[config.mk]
export PLATFORM = sky130hd
export DESIGN_NAME = nibble_log_sentence_decoder_top
export DESIGN_NICKNAME = d
export VERILOG_FILES = /design/src/design/nlsd_pkg.sv /design/src/design/nlsd_front.sv /design/src/design/nlsd_exec.sv /design/src/design/nlsd_outq.sv /design/src/design/nibble_log_sentence_decoder_top.sv
export SDC_FILE = /design/constraint.sdc
export NUM_CORES = 1
export LEC_CHECK = 0
export BUFFER_PORTS_ARGS = -buffer_cell sky130_fd_sc_hd__buf_2
export CORE_UTILIZATION = 25
export CTS_CLUSTER_DIAMETER = 200
export CTS_CLUSTER_SIZE = 8
export DETAILED_ROUTE_END_ITERATION = 10
export GPL_TIMING_DRIVEN = 0
export PLACE_DENSITY_LB_ADDON = 0.3
export SYNTH_ARGS = -nofsm -noshare
export SYNTH_HDL_FRONTEND = slang
export SYNTH_SLANG_ARGS = --single-unit
[constraint.sdc]
create_clock -name i_clk -period 7.3 [get_ports i_clk]
set_input_delay 0.365 -clock i_clk [delete_from_list [all_inputs] [get_ports i_clk]]
set_output_delay 0.365 -clock i_clk [all_outputs]
set_load 0.02 [all_outputs]
[src/design/nlsd_pkg.sv]
// shared types and constants of the nibble log sentence decoder
// no dependencies; used by nlsd_front, nlsd_exec, nlsd_outq and the top level
package nlsd_pkg;

    localparam int REG_INDEX_W = 3;
    localparam int CFG_DATA_W  = 32;
    localparam int COUNT_W     = 6;

    localparam logic [REG_INDEX_W-1:0] REG_MASK_RMC  = 3'd0;
    localparam logic [REG_INDEX_W-1:0] REG_MASK_GGA  = 3'd1;
    localparam logic [REG_INDEX_W-1:0] REG_MASK_GSA  = 3'd2;
    localparam logic [REG_INDEX_W-1:0] REG_MASK_VTG  = 3'd3;
    localparam logic [REG_INDEX_W-1:0] REG_COUNT_RMC = 3'd4;
    localparam logic [REG_INDEX_W-1:0] REG_COUNT_GGA = 3'd5;
    localparam logic [REG_INDEX_W-1:0] REG_COUNT_GSA = 3'd6;
    localparam logic [REG_INDEX_W-1:0] REG_COUNT_VTG = 3'd7;

    localparam logic [1:0] STATUS_OK       = 2'd0;
    localparam logic [1:0] STATUS_UNKNOWN  = 2'd1;
    localparam logic [1:0] STATUS_OVERFLOW = 2'd2;

    localparam logic [3:0] NIB_END    = 4'hF;
    localparam logic [3:0] NIB_MAX_TYPE = 4'd3;
    localparam logic [3:0] NIB_DIGITS = 4'd10;
    localparam logic [6:0] ASCII_ZERO = 7'h30;
    localparam logic [6:0] ASCII_LOW  = 7'h20;
    localparam logic [6:0] ASCII_COMMA = 7'h2C;
    localparam logic [6:0] CHAR_SKIP  = 7'h7F;

    typedef struct packed {
        logic [3:0] nib;
        logic       start;
    } t_nib_op;

    typedef struct packed {
        logic [6:0] out_char;
        logic [1:0] sentence_type;
        logic       last_char;
        logic [1:0] status;
    } t_item;

endpackage

[src/design/nlsd_front.sv]
// front end: two-entry record byte queue that hands out one nibble operation at a time
// depends on nlsd_pkg
module nlsd_front (
    input  logic             i_clk,
    input  logic             i_rst_n,
    input  logic             push,
    output logic             full,
    input  logic [7:0]       i_rec_byte,
    input  logic             i_rec_start,
    output logic             o_nib_valid,
    output nlsd_pkg::t_nib_op o_nib,
    input  logic             i_nib_pop
);

    typedef struct packed {
        logic [7:0] rec_byte;
        logic       rec_start;
    } t_rec;

    t_rec       r_data [2];
    logic       r_wr_ptr;
    logic       r_rd_ptr;
    logic [1:0] r_count;
    logic       r_half;

    logic       n_wr_ptr;
    logic       n_rd_ptr;
    logic [1:0] n_count;
    logic       n_half;
    logic       do_push;
    logic       do_pop_byte;
    t_rec       head;

    assign full        = (r_count == 2'd2);
    assign do_push     = push && !full;
    assign head        = r_data[r_rd_ptr];
    assign o_nib_valid = (r_count != 2'd0);
    assign o_nib.nib   = r_half ? head.rec_byte[7:4] : head.rec_byte[3:0];
    assign o_nib.start = !r_half && head.rec_start;
    assign do_pop_byte = i_nib_pop && o_nib_valid && r_half;

    always_comb begin
        n_wr_ptr = r_wr_ptr;
        n_rd_ptr = r_rd_ptr;
        n_count  = r_count;
        n_half   = r_half;
        if (do_push) begin
            n_wr_ptr = !r_wr_ptr;
        end
        if (i_nib_pop && o_nib_valid) begin
            n_half = !r_half;
        end
        if (do_pop_byte) begin
            n_rd_ptr = !r_rd_ptr;
        end
        case ({do_push, do_pop_byte})
            2'b10:   n_count = r_count + 2'd1;
            2'b01:   n_count = r_count - 2'd1;
            default: n_count = r_count;
        endcase
    end

    always_ff @(posedge i_clk) begin
        if (!i_rst_n) begin
            r_wr_ptr <= 1'b0;
            r_rd_ptr <= 1'b0;
            r_count  <= 2'd0;
            r_half   <= 1'b0;
        end else begin
            r_wr_ptr <= n_wr_ptr;
            r_rd_ptr <= n_rd_ptr;
            r_count  <= n_count;
            r_half   <= n_half;
        end
    end

    always_ff @(posedge i_clk) begin
        if (do_push) begin
            r_data[r_wr_ptr] <= '{rec_byte: i_rec_byte, rec_start: i_rec_start};
        end
    end

endmodule

[src/design/nlsd_exec.sv]
// back end: sentence state, field models and character generation, at most one result per cycle
// depends on nlsd_pkg
module nlsd_exec #(
    parameter int SENTENCE_CAP = 256,
    parameter int MAX_FIELDS   = 32
) (
    input  logic                                i_clk,
    input  logic                                i_rst_n,
    input  logic                                i_cfg_we,
    input  logic [nlsd_pkg::REG_INDEX_W-1:0]    i_cfg_index,
    input  logic [nlsd_pkg::CFG_DATA_W-1:0]     i_cfg_data,
    input  logic                                i_nib_valid,
    input  nlsd_pkg::t_nib_op                   i_nib,
    output logic                                o_nib_pop,
    input  logic                                i_out_full,
    output logic                                o_item_push,
    output nlsd_pkg::t_item                     o_item
);

    localparam int CW = (SENTENCE_CAP > 2) ? $clog2(SENTENCE_CAP) : 1;
    localparam int FW = (MAX_FIELDS > 1) ? $clog2(MAX_FIELDS) : 1;
    localparam logic [CW-1:0] CC_LAST = CW'(SENTENCE_CAP - 1);
    localparam logic [7:0]    MAXF    = 8'(MAX_FIELDS);

    logic [nlsd_pkg::CFG_DATA_W-1:0] r_mask  [4];
    logic [nlsd_pkg::COUNT_W-1:0]    r_count [4];

    logic          r_active, n_active;
    logic          r_type_pending, n_type_pending;
    logic [1:0]    r_type, n_type;
    logic [FW-1:0] r_field, n_field;
    logic [3:0]    r_lh, n_lh;
    logic          r_hv, n_hv;
    logic [CW-1:0] r_cc, n_cc;
    logic          r_comma_pend, n_comma_pend;

    logic       out_ready;
    logic [1:0] type_sel;
    logic [7:0] eff;
    logic [7:0] field8;
    logic       quartet;
    logic       do_emit;
    logic [6:0] e_ch;
    logic       fend;
    logic       pair_end;
    logic       final_c;
    logic [7:0] pair;

    assign out_ready = !i_out_full;
    assign field8    = 8'(r_field);
    assign type_sel  = (!r_comma_pend && i_nib_valid && (i_nib.start || r_type_pending))
                       ? i_nib.nib[1:0] : r_type;
    assign eff       = ({2'b00, r_count[type_sel]} > MAXF) ? MAXF
                       : {2'b00, r_count[type_sel]};
    assign quartet   = (field8 < 8'd32) && r_mask[r_type][field8[4:0]];
    assign final_c   = fend && ((field8 + 8'd1) >= eff);

    always_comb begin
        n_active       = r_active;
        n_type_pending = r_type_pending;
        n_type         = r_type;
        n_field        = r_field;
        n_lh           = r_lh;
        n_hv           = r_hv;
        n_cc           = r_cc;
        n_comma_pend   = r_comma_pend;
        o_nib_pop      = 1'b0;
        o_item_push    = 1'b0;
        o_item         = '0;
        do_emit        = 1'b0;
        e_ch           = '0;
        fend           = 1'b0;
        pair_end       = 1'b0;
        pair           = {i_nib.nib, r_lh};
        if (r_comma_pend) begin
            if (out_ready) begin
                do_emit      = 1'b1;
                e_ch         = nlsd_pkg::ASCII_COMMA;
                fend         = 1'b1;
                n_comma_pend = 1'b0;
            end
        end else if (i_nib_valid && out_ready) begin
            o_nib_pop = 1'b1;
            if (i_nib.start) begin
                n_active       = 1'b1;
                n_type_pending = 1'b1;
                n_field        = '0;
                n_cc           = '0;
                n_hv           = 1'b0;
                n_lh           = '0;
            end
            if (n_active) begin
                if (n_type_pending) begin
                    n_type_pending = 1'b0;
                    n_field        = '0;
                    n_cc           = '0;
                    n_hv           = 1'b0;
                    if (i_nib.nib > nlsd_pkg::NIB_MAX_TYPE) begin
                        n_type      = 2'd0;
                        n_active    = 1'b0;
                        o_item_push = 1'b1;
                        o_item      = '{out_char: '0, sentence_type: 2'd0, last_char: 1'b1,
                                        status: nlsd_pkg::STATUS_UNKNOWN};
                    end else begin
                        n_type = i_nib.nib[1:0];
                        if (eff == 8'd0) begin
                            n_active    = 1'b0;
                            o_item_push = 1'b1;
                            o_item      = '{out_char: '0, sentence_type: i_nib.nib[1:0],
                                            last_char: 1'b1, status: nlsd_pkg::STATUS_OK};
                        end
                    end
                end else if (quartet) begin
                    do_emit = 1'b1;
                    if (i_nib.nib == nlsd_pkg::NIB_END) begin
                        e_ch = nlsd_pkg::ASCII_COMMA;
                        fend = 1'b1;
                    end else if (i_nib.nib < nlsd_pkg::NIB_DIGITS) begin
                        e_ch = {3'b000, i_nib.nib} + nlsd_pkg::ASCII_ZERO;
                    end else begin
                        e_ch = {3'b000, i_nib.nib} + nlsd_pkg::ASCII_LOW;
                    end
                end else if (!r_hv) begin
                    n_lh = i_nib.nib;
                    n_hv = 1'b1;
                end else begin
                    n_hv = 1'b0;
                    if (pair[6:0] != nlsd_pkg::CHAR_SKIP) begin
                        do_emit  = 1'b1;
                        e_ch     = pair[6:0];
                        pair_end = pair[7];
                    end else if (pair[7]) begin
                        do_emit = 1'b1;
                        e_ch    = nlsd_pkg::ASCII_COMMA;
                        fend    = 1'b1;
                    end
                end
            end
        end
        if (do_emit) begin
            o_item_push = 1'b1;
            if (r_cc == CC_LAST) begin
                n_active = 1'b0;
                o_item   = '{out_char: '0, sentence_type: r_type, last_char: 1'b1,
                             status: nlsd_pkg::STATUS_OVERFLOW};
            end else begin
                n_cc   = r_cc + 1'b1;
                o_item = '{out_char: e_ch, sentence_type: r_type, last_char: final_c,
                           status: nlsd_pkg::STATUS_OK};
                if (final_c) begin
                    n_active = 1'b0;
                end
            end
            if (fend && n_active) begin
                n_field = r_field + 1'b1;
                n_hv    = 1'b0;
            end
            if (pair_end && n_active) begin
                n_comma_pend = 1'b1;
            end
        end
    end

    always_ff @(posedge i_clk) begin
        if (!i_rst_n) begin
            r_active       <= 1'b0;
            r_type_pending <= 1'b0;
            r_type         <= 2'd0;
            r_field        <= '0;
            r_lh           <= '0;
            r_hv           <= 1'b0;
            r_cc           <= '0;
            r_comma_pend   <= 1'b0;
            for (int i = 0; i < 4; i++) begin
                r_mask[i]  <= '0;
                r_count[i] <= '0;
            end
        end else begin
            r_active       <= n_active;
            r_type_pending <= n_type_pending;
            r_type         <= n_type;
            r_field        <= n_field;
            r_lh           <= n_lh;
            r_hv           <= n_hv;
            r_cc           <= n_cc;
            r_comma_pend   <= n_comma_pend;
            if (i_cfg_we) begin
                case (i_cfg_index)
                    nlsd_pkg::REG_MASK_RMC:  r_mask[0]  <= i_cfg_data;
                    nlsd_pkg::REG_MASK_GGA:  r_mask[1]  <= i_cfg_data;
                    nlsd_pkg::REG_MASK_GSA:  r_mask[2]  <= i_cfg_data;
                    nlsd_pkg::REG_MASK_VTG:  r_mask[3]  <= i_cfg_data;
                    nlsd_pkg::REG_COUNT_RMC: r_count[0] <= i_cfg_data[nlsd_pkg::COUNT_W-1:0];
                    nlsd_pkg::REG_COUNT_GGA: r_count[1] <= i_cfg_data[nlsd_pkg::COUNT_W-1:0];
                    nlsd_pkg::REG_COUNT_GSA: r_count[2] <= i_cfg_data[nlsd_pkg::COUNT_W-1:0];
                    nlsd_pkg::REG_COUNT_VTG: r_count[3] <= i_cfg_data[nlsd_pkg::COUNT_W-1:0];
                    default: ;
                endcase
            end
        end
    end

endmodule

[src/design/nlsd_outq.sv]
// result queue: four-entry register ring between the back end and the result ports
// depends on nlsd_pkg
module nlsd_outq (
    input  logic            i_clk,
    input  logic            i_rst_n,
    input  logic            i_push,
    input  nlsd_pkg::t_item i_item,
    output logic            o_full,
    output logic            empty,
    input  logic            pop,
    output nlsd_pkg::t_item o_item
);

    nlsd_pkg::t_item r_data [4];
    logic [1:0]      r_wr_ptr;
    logic [1:0]      r_rd_ptr;
    logic [2:0]      r_count;
    logic [2:0]      n_count;
    logic            do_push;
    logic            do_pop;

    assign o_full  = (r_count == 3'd4);
    assign empty   = (r_count == 3'd0);
    assign do_push = i_push && !o_full;
    assign do_pop  = pop && !empty;
    assign o_item  = r_data[r_rd_ptr];

    always_comb begin
        case ({do_push, do_pop})
            2'b10:   n_count = r_count + 3'd1;
            2'b01:   n_count = r_count - 3'd1;
            default: n_count = r_count;
        endcase
    end

    always_ff @(posedge i_clk) begin
        if (!i_rst_n) begin
            r_wr_ptr <= 2'd0;
            r_rd_ptr <= 2'd0;
            r_count  <= 3'd0;
        end else begin
            r_count <= n_count;
            if (do_push) begin
                r_wr_ptr <= r_wr_ptr + 2'd1;
            end
            if (do_pop) begin
                r_rd_ptr <= r_rd_ptr + 2'd1;
            end
        end
    end

    always_ff @(posedge i_clk) begin
        if (do_push) begin
            r_data[r_wr_ptr] <= i_item;
        end
    end

endmodule

[src/design/nibble_log_sentence_decoder_top.sv]
// top level of the nibble log sentence decoder: front byte queue, back end, result queue
// depends on nlsd_pkg, nlsd_front, nlsd_exec, nlsd_outq
//
// channel   handshake                 payload
// input     push / full               i_rec_byte, i_rec_start
// result    empty / pop               o_out_char, o_sentence_type, o_last_char, o_status
// config    i_cfg_we                  i_cfg_index, i_cfg_data
//
// the back end takes one nibble per cycle while one is waiting, the result queue has room
// and no comma is pending; a byte that closes a byte-coded field with a character adds a
// separate comma step. results are registered in a four-entry queue before the ports.
// a stalled pop fills the result queue, then the back end stops, then the two-byte front
// queue raises full. reset is synchronous and clears control and config state to zero.
module nibble_log_sentence_decoder_top #(
    parameter int SENTENCE_CAP = 256,
    parameter int MAX_FIELDS   = 32
) (
    input  logic                             i_clk,
    input  logic                             i_rst_n,
    input  logic                             push,
    output logic                             full,
    input  logic [7:0]                       i_rec_byte,
    input  logic                             i_rec_start,
    output logic                             empty,
    input  logic                             pop,
    output logic [6:0]                       o_out_char,
    output logic [1:0]                       o_sentence_type,
    output logic                             o_last_char,
    output logic [1:0]                       o_status,
    input  logic                             i_cfg_we,
    input  logic [nlsd_pkg::REG_INDEX_W-1:0] i_cfg_index,
    input  logic [nlsd_pkg::CFG_DATA_W-1:0]  i_cfg_data
);

    logic              nib_valid;
    nlsd_pkg::t_nib_op nib;
    logic              nib_pop;
    logic              outq_full;
    logic              item_push;
    nlsd_pkg::t_item   item;
    nlsd_pkg::t_item   head;

    nlsd_front u_front (
        .i_clk       (i_clk),
        .i_rst_n     (i_rst_n),
        .push        (push),
        .full        (full),
        .i_rec_byte  (i_rec_byte),
        .i_rec_start (i_rec_start),
        .o_nib_valid (nib_valid),
        .o_nib       (nib),
        .i_nib_pop   (nib_pop)
    );

    nlsd_exec #(
        .SENTENCE_CAP (SENTENCE_CAP),
        .MAX_FIELDS   (MAX_FIELDS)
    ) u_exec (
        .i_clk       (i_clk),
        .i_rst_n     (i_rst_n),
        .i_cfg_we    (i_cfg_we),
        .i_cfg_index (i_cfg_index),
        .i_cfg_data  (i_cfg_data),
        .i_nib_valid (nib_valid),
        .i_nib       (nib),
        .o_nib_pop   (nib_pop),
        .i_out_full  (outq_full),
        .o_item_push (item_push),
        .o_item      (item)
    );

    nlsd_outq u_outq (
        .i_clk   (i_clk),
        .i_rst_n (i_rst_n),
        .i_push  (item_push),
        .i_item  (item),
        .o_full  (outq_full),
        .empty   (empty),
        .pop     (pop),
        .o_item  (head)
    );

    assign o_out_char      = head.out_char;
    assign o_sentence_type = head.sentence_type;
    assign o_last_char     = head.last_char;
    assign o_status        = head.status;

    a_no_push_when_full: assert property (@(posedge i_clk) disable iff (!i_rst_n)
        item_push |-> !outq_full)
        else $error("result pushed into a full queue");

    a_failure_is_last: assert property (@(posedge i_clk) disable iff (!i_rst_n)
        (!empty && o_status != nlsd_pkg::STATUS_OK) |-> (o_last_char && o_out_char == 7'd0))
        else $error("failure result not marked as last");

    a_unknown_type_zero: assert property (@(posedge i_clk) disable iff (!i_rst_n)
        (!empty && o_status == nlsd_pkg::STATUS_UNKNOWN) |-> (o_sentence_type == 2'd0))
        else $error("unknown type result carries a type");

    a_pop_only_when_work: assert property (@(posedge i_clk) disable iff (!i_rst_n)
        nib_pop |-> nib_valid)
        else $error("nibble taken from an empty front queue");

endmodule

==> impl_results.md <==
- Overall power: roughly 4.2 mW
- # rows: between 70 and 80
- Clk sinks: 258
- Most common cell after layout, fill and taps aside: edfxtp_1
- Buffer depth of the longest clock path: 3
- Setup TNS: 0 ns
- RD Place Congestion: 0.777
- Clk_lat worst skew: ~0.54 ns
- Critical Path Sink Type: flip-flop
- Post-synth top flop: edfxtp_1
- Worst-margin pin slew: 1.26 ns
- TritonCTS clock tree: yes
- Share of cells above drive strength 1: between 10% and 20%
- Synthesized flop and latch total: 258
- R2R Setup Slk: 2.34 ns
- Leakage power: approximately 4.8 nW
- I/O pin cnt: 63
- Nets: between 1,000 and 1,500
- Max Cap Viol: 0
- Synthesized area per cell: between 10 and 15 um2
- Final hold violation count: 0
- Finished Layout Cells: about 1,600
- Depth of the most critical reg-to-reg path: 16
- Post-CTS setup buffers: 0
- Failing checks: DRC
- Critical R2R Capture: u_outq.r_count[2]
- Inst Count DP: approximately 1,500
- Iteration-0 DRC Markers: between 400 and 500
- Maximum vdd ir drop: between 0.00015 and 0.0002 V
- Type of the worst setup path: reg2reg
- First drt pass iteration count: 8
- Unique masters post-synth: slightly below 70
- Die X: between 200 and 250 um
- IO Port Bufs: 61
- Ys async rst share: 0%
- Post-cts resize count: 0
- Vias per cell: 4.52
- Cells after synthesis: ~850
- Power per cell area: 294 mW/mm2
- RSZ-0062 raised after global routing: no
- Area Growth Syn to Fin: 19.3%
- Core area: ~0.047 mm2
- Critical Path RT: roughly 7.8 ns
- Clock Tree Root: clkbuf_16
- Worst setup path end: u_outq.r_count[2]
- Final slew viol count: 0
- Initial antenna violation count: 1
- Synth Cell Area: 0.0119 mm2
- Setup crit start kind: flip-flop
- Routed wire length: between 20 and 30 mm
- Fill count: between 4,000 and 5,000
- HPWL Detailed: approximately 20 mm
- First-pass GRT wire length: about 44 mm
- Final Setup Violations: 0
- Min-Delay Path Class: in2reg
- Fmax: approximately 200 MHz
- GRT Resource Usage Total: between 10% and 20%
- Avg WL per Cell: around 18 um
- CP Max Fanout: 10
- Total CTS buffers: 38
- Number of synthesized flops with an enable pin: ~220
- Clock skew: around 0.027 ns
- Crit path arrival time: about 5.4 ns
- Synth warn: 0
- Seq/Total Area, Yosys: approximately 62%
- Commonest cells after routing, fill and taps aside: 218 x edfxtp_1, 158 x and2_1, 65 x buf_2, 45 x clkbuf_1, 44 x mux4_2
- CTS clock-pin slew for the worst setup and hold paths: 0.05 ns
- Outcome: complete, but fails checks
- Synthesized Nets: roughly 920
- Overall die height: between 200 and 250 um
- N_diodes: 0
- Remaining global-route overflow: 0
- DR vias: around 7,200
- CTS H-Tree Depth: 2
- Post-route ant nets: 0
- Period Utilization, post-route: around 70%
- DRC Markers: 4
- Initial cell density of the core: between 20% and 30%
- Slew headroom: 16.1%
- Vias in the first global route: 7,526
- CTS Hold Bufs: 0
- Die area: around 0.048 mm2
- Largest net degree at the start of global routing: 23
- Minimum clock period: approximately 5.0 ns
==> how the worst min path moves through the flow <==
stage,start,endpoint,slack [ns],cells after the start
finish,i_rec_byte[6],u_front.r_data[0][7],0.03,1
global route,i_rec_byte[1],u_front.r_data[0][2],0.01,1
CTS,i_rec_byte[6],u_front.r_data[0][7],0.003,1
detailed placement,u_exec.r_lh[2],u_exec.r_lh[2],0.47,2
global placement,u_exec.r_lh[3],u_exec.r_lh[3],0.46,2
floorplan,u_exec.r_lh[2],u_exec.r_lh[2],0.44,2
==> worst max-delay path, stage by stage (launching register included) <==
cell and delay, ns:
dfxtp_1 0.49, buf_2 0.37, buf_1 0.60, mux4_2 0.45, a22oi_1 0.21, nand3_1 0.11
a22oi_2 0.24, a41oi_1 0.17, or2_0 0.24, buf_6 0.15, a311oi_4 0.47, ha_1 0.29
inv_1 0.07, fa_1 0.43, xor2_1 0.16, or3_1 0.30, a21oi_1 0.13
==> metal layers <==
metal  wire, um  global-route usage [%]
met1      12700                    15.2
met2      14300                    21.2
met3       1080                    2.24
met4        615                    3.98
met5          8                       0
==> power breakdown <==
part	total [mW]	internal, mW	switching [mW]
clock	1.62	0.982	0.642
combinational	0.760	0.296	0.463
sequential	1.78	1.74	0.0475
total	4.17	3.02	1.15
==> cells by family after synthesis <==
family | synth area share (%)
xor+xnor | 0.736
fa+ha+maj | 1.64
mux | 12.0
simple gates | 15.8
flops | 61.8
compound gates | 5.89
buf+inv | 2.25
==> through the flow <==
step / setup slack [ns] / util (%) / area [um2] / hold WS, ns
2_1_floorplan: 3.35 / - / 11900 / 0.444
3_3_place_gp: 1.56 / 27.7 / 13000 / 0.464
3_5_place_dp: 2.21 / 28.0 / 13100 / 0.472
4_1_cts: 2.19 / 30.3 / 14200 / 0.00290
5_1_grt: 1.91 / 30.3 / 14200 / 0.0122
6_report: 2.34 / 30.3 / 14200 / 0.0303
==> cells in the mapped netlist, types with 7 or more instances <==
master / number / area, um2
nand2_1: 36 / 135
a21oi_1: 19 / 95.1
nand3_1: 14 / 70.1
inv_1: 18 / 67.6
edfxtp_1: 218 / 6550
and3_1: 7 / 43.8
mux4_2: 44 / 991
nor2b_1: 14 / 87.6
clkbuf_1: 27 / 101
nor3_1: 15 / 75.1
nand4_1: 10 / 62.6
mux2i_1: 28 / 280
o22ai_1: 7 / 43.8
dfxtp_1: 40 / 801
and2_1: 158 / 988
nand2b_1: 7 / 43.8
ha_1: 14 / 175
o21ai_0: 20 / 100
nor2_1: 43 / 161
==> state kept, by name, summed over array words and instances (netlist names), named ones only <==
name,count
u_front.r_wr_ptr,1
u_exec.r_hv,1
u_front.r_half,1
u_exec.r_active,1
u_exec.r_count,24
u_exec.r_cc,8
u_outq.r_wr_ptr,2
u_front.r_data,18
u_outq.r_data,48
u_outq.r_rd_ptr,2
u_exec.r_type_pending,1
u_exec.r_field,5
u_exec.r_lh,4
u_front.r_rd_ptr,1
u_outq.r_count,3
u_exec.r_type,2
u_exec.r_comma_pend,1
u_front.r_count,2
u_exec.r_mask,128
==> area by class of cell <==
class                      instances  area [um2]  share of cell area (%)
multi-input combinational        535        4330                    30.5
tap                              607         759                    5.35
buffer                            40         193                    1.36
timing repair buffer              66         403                    2.84
clock inverter                     3        37.5                   0.265
sequential                       258        7350                    51.8
clock buffer                      57        1040                    7.35
inverter                          20        75.1                   0.529
Note: power is estimated with default switching activity, not from simulation.
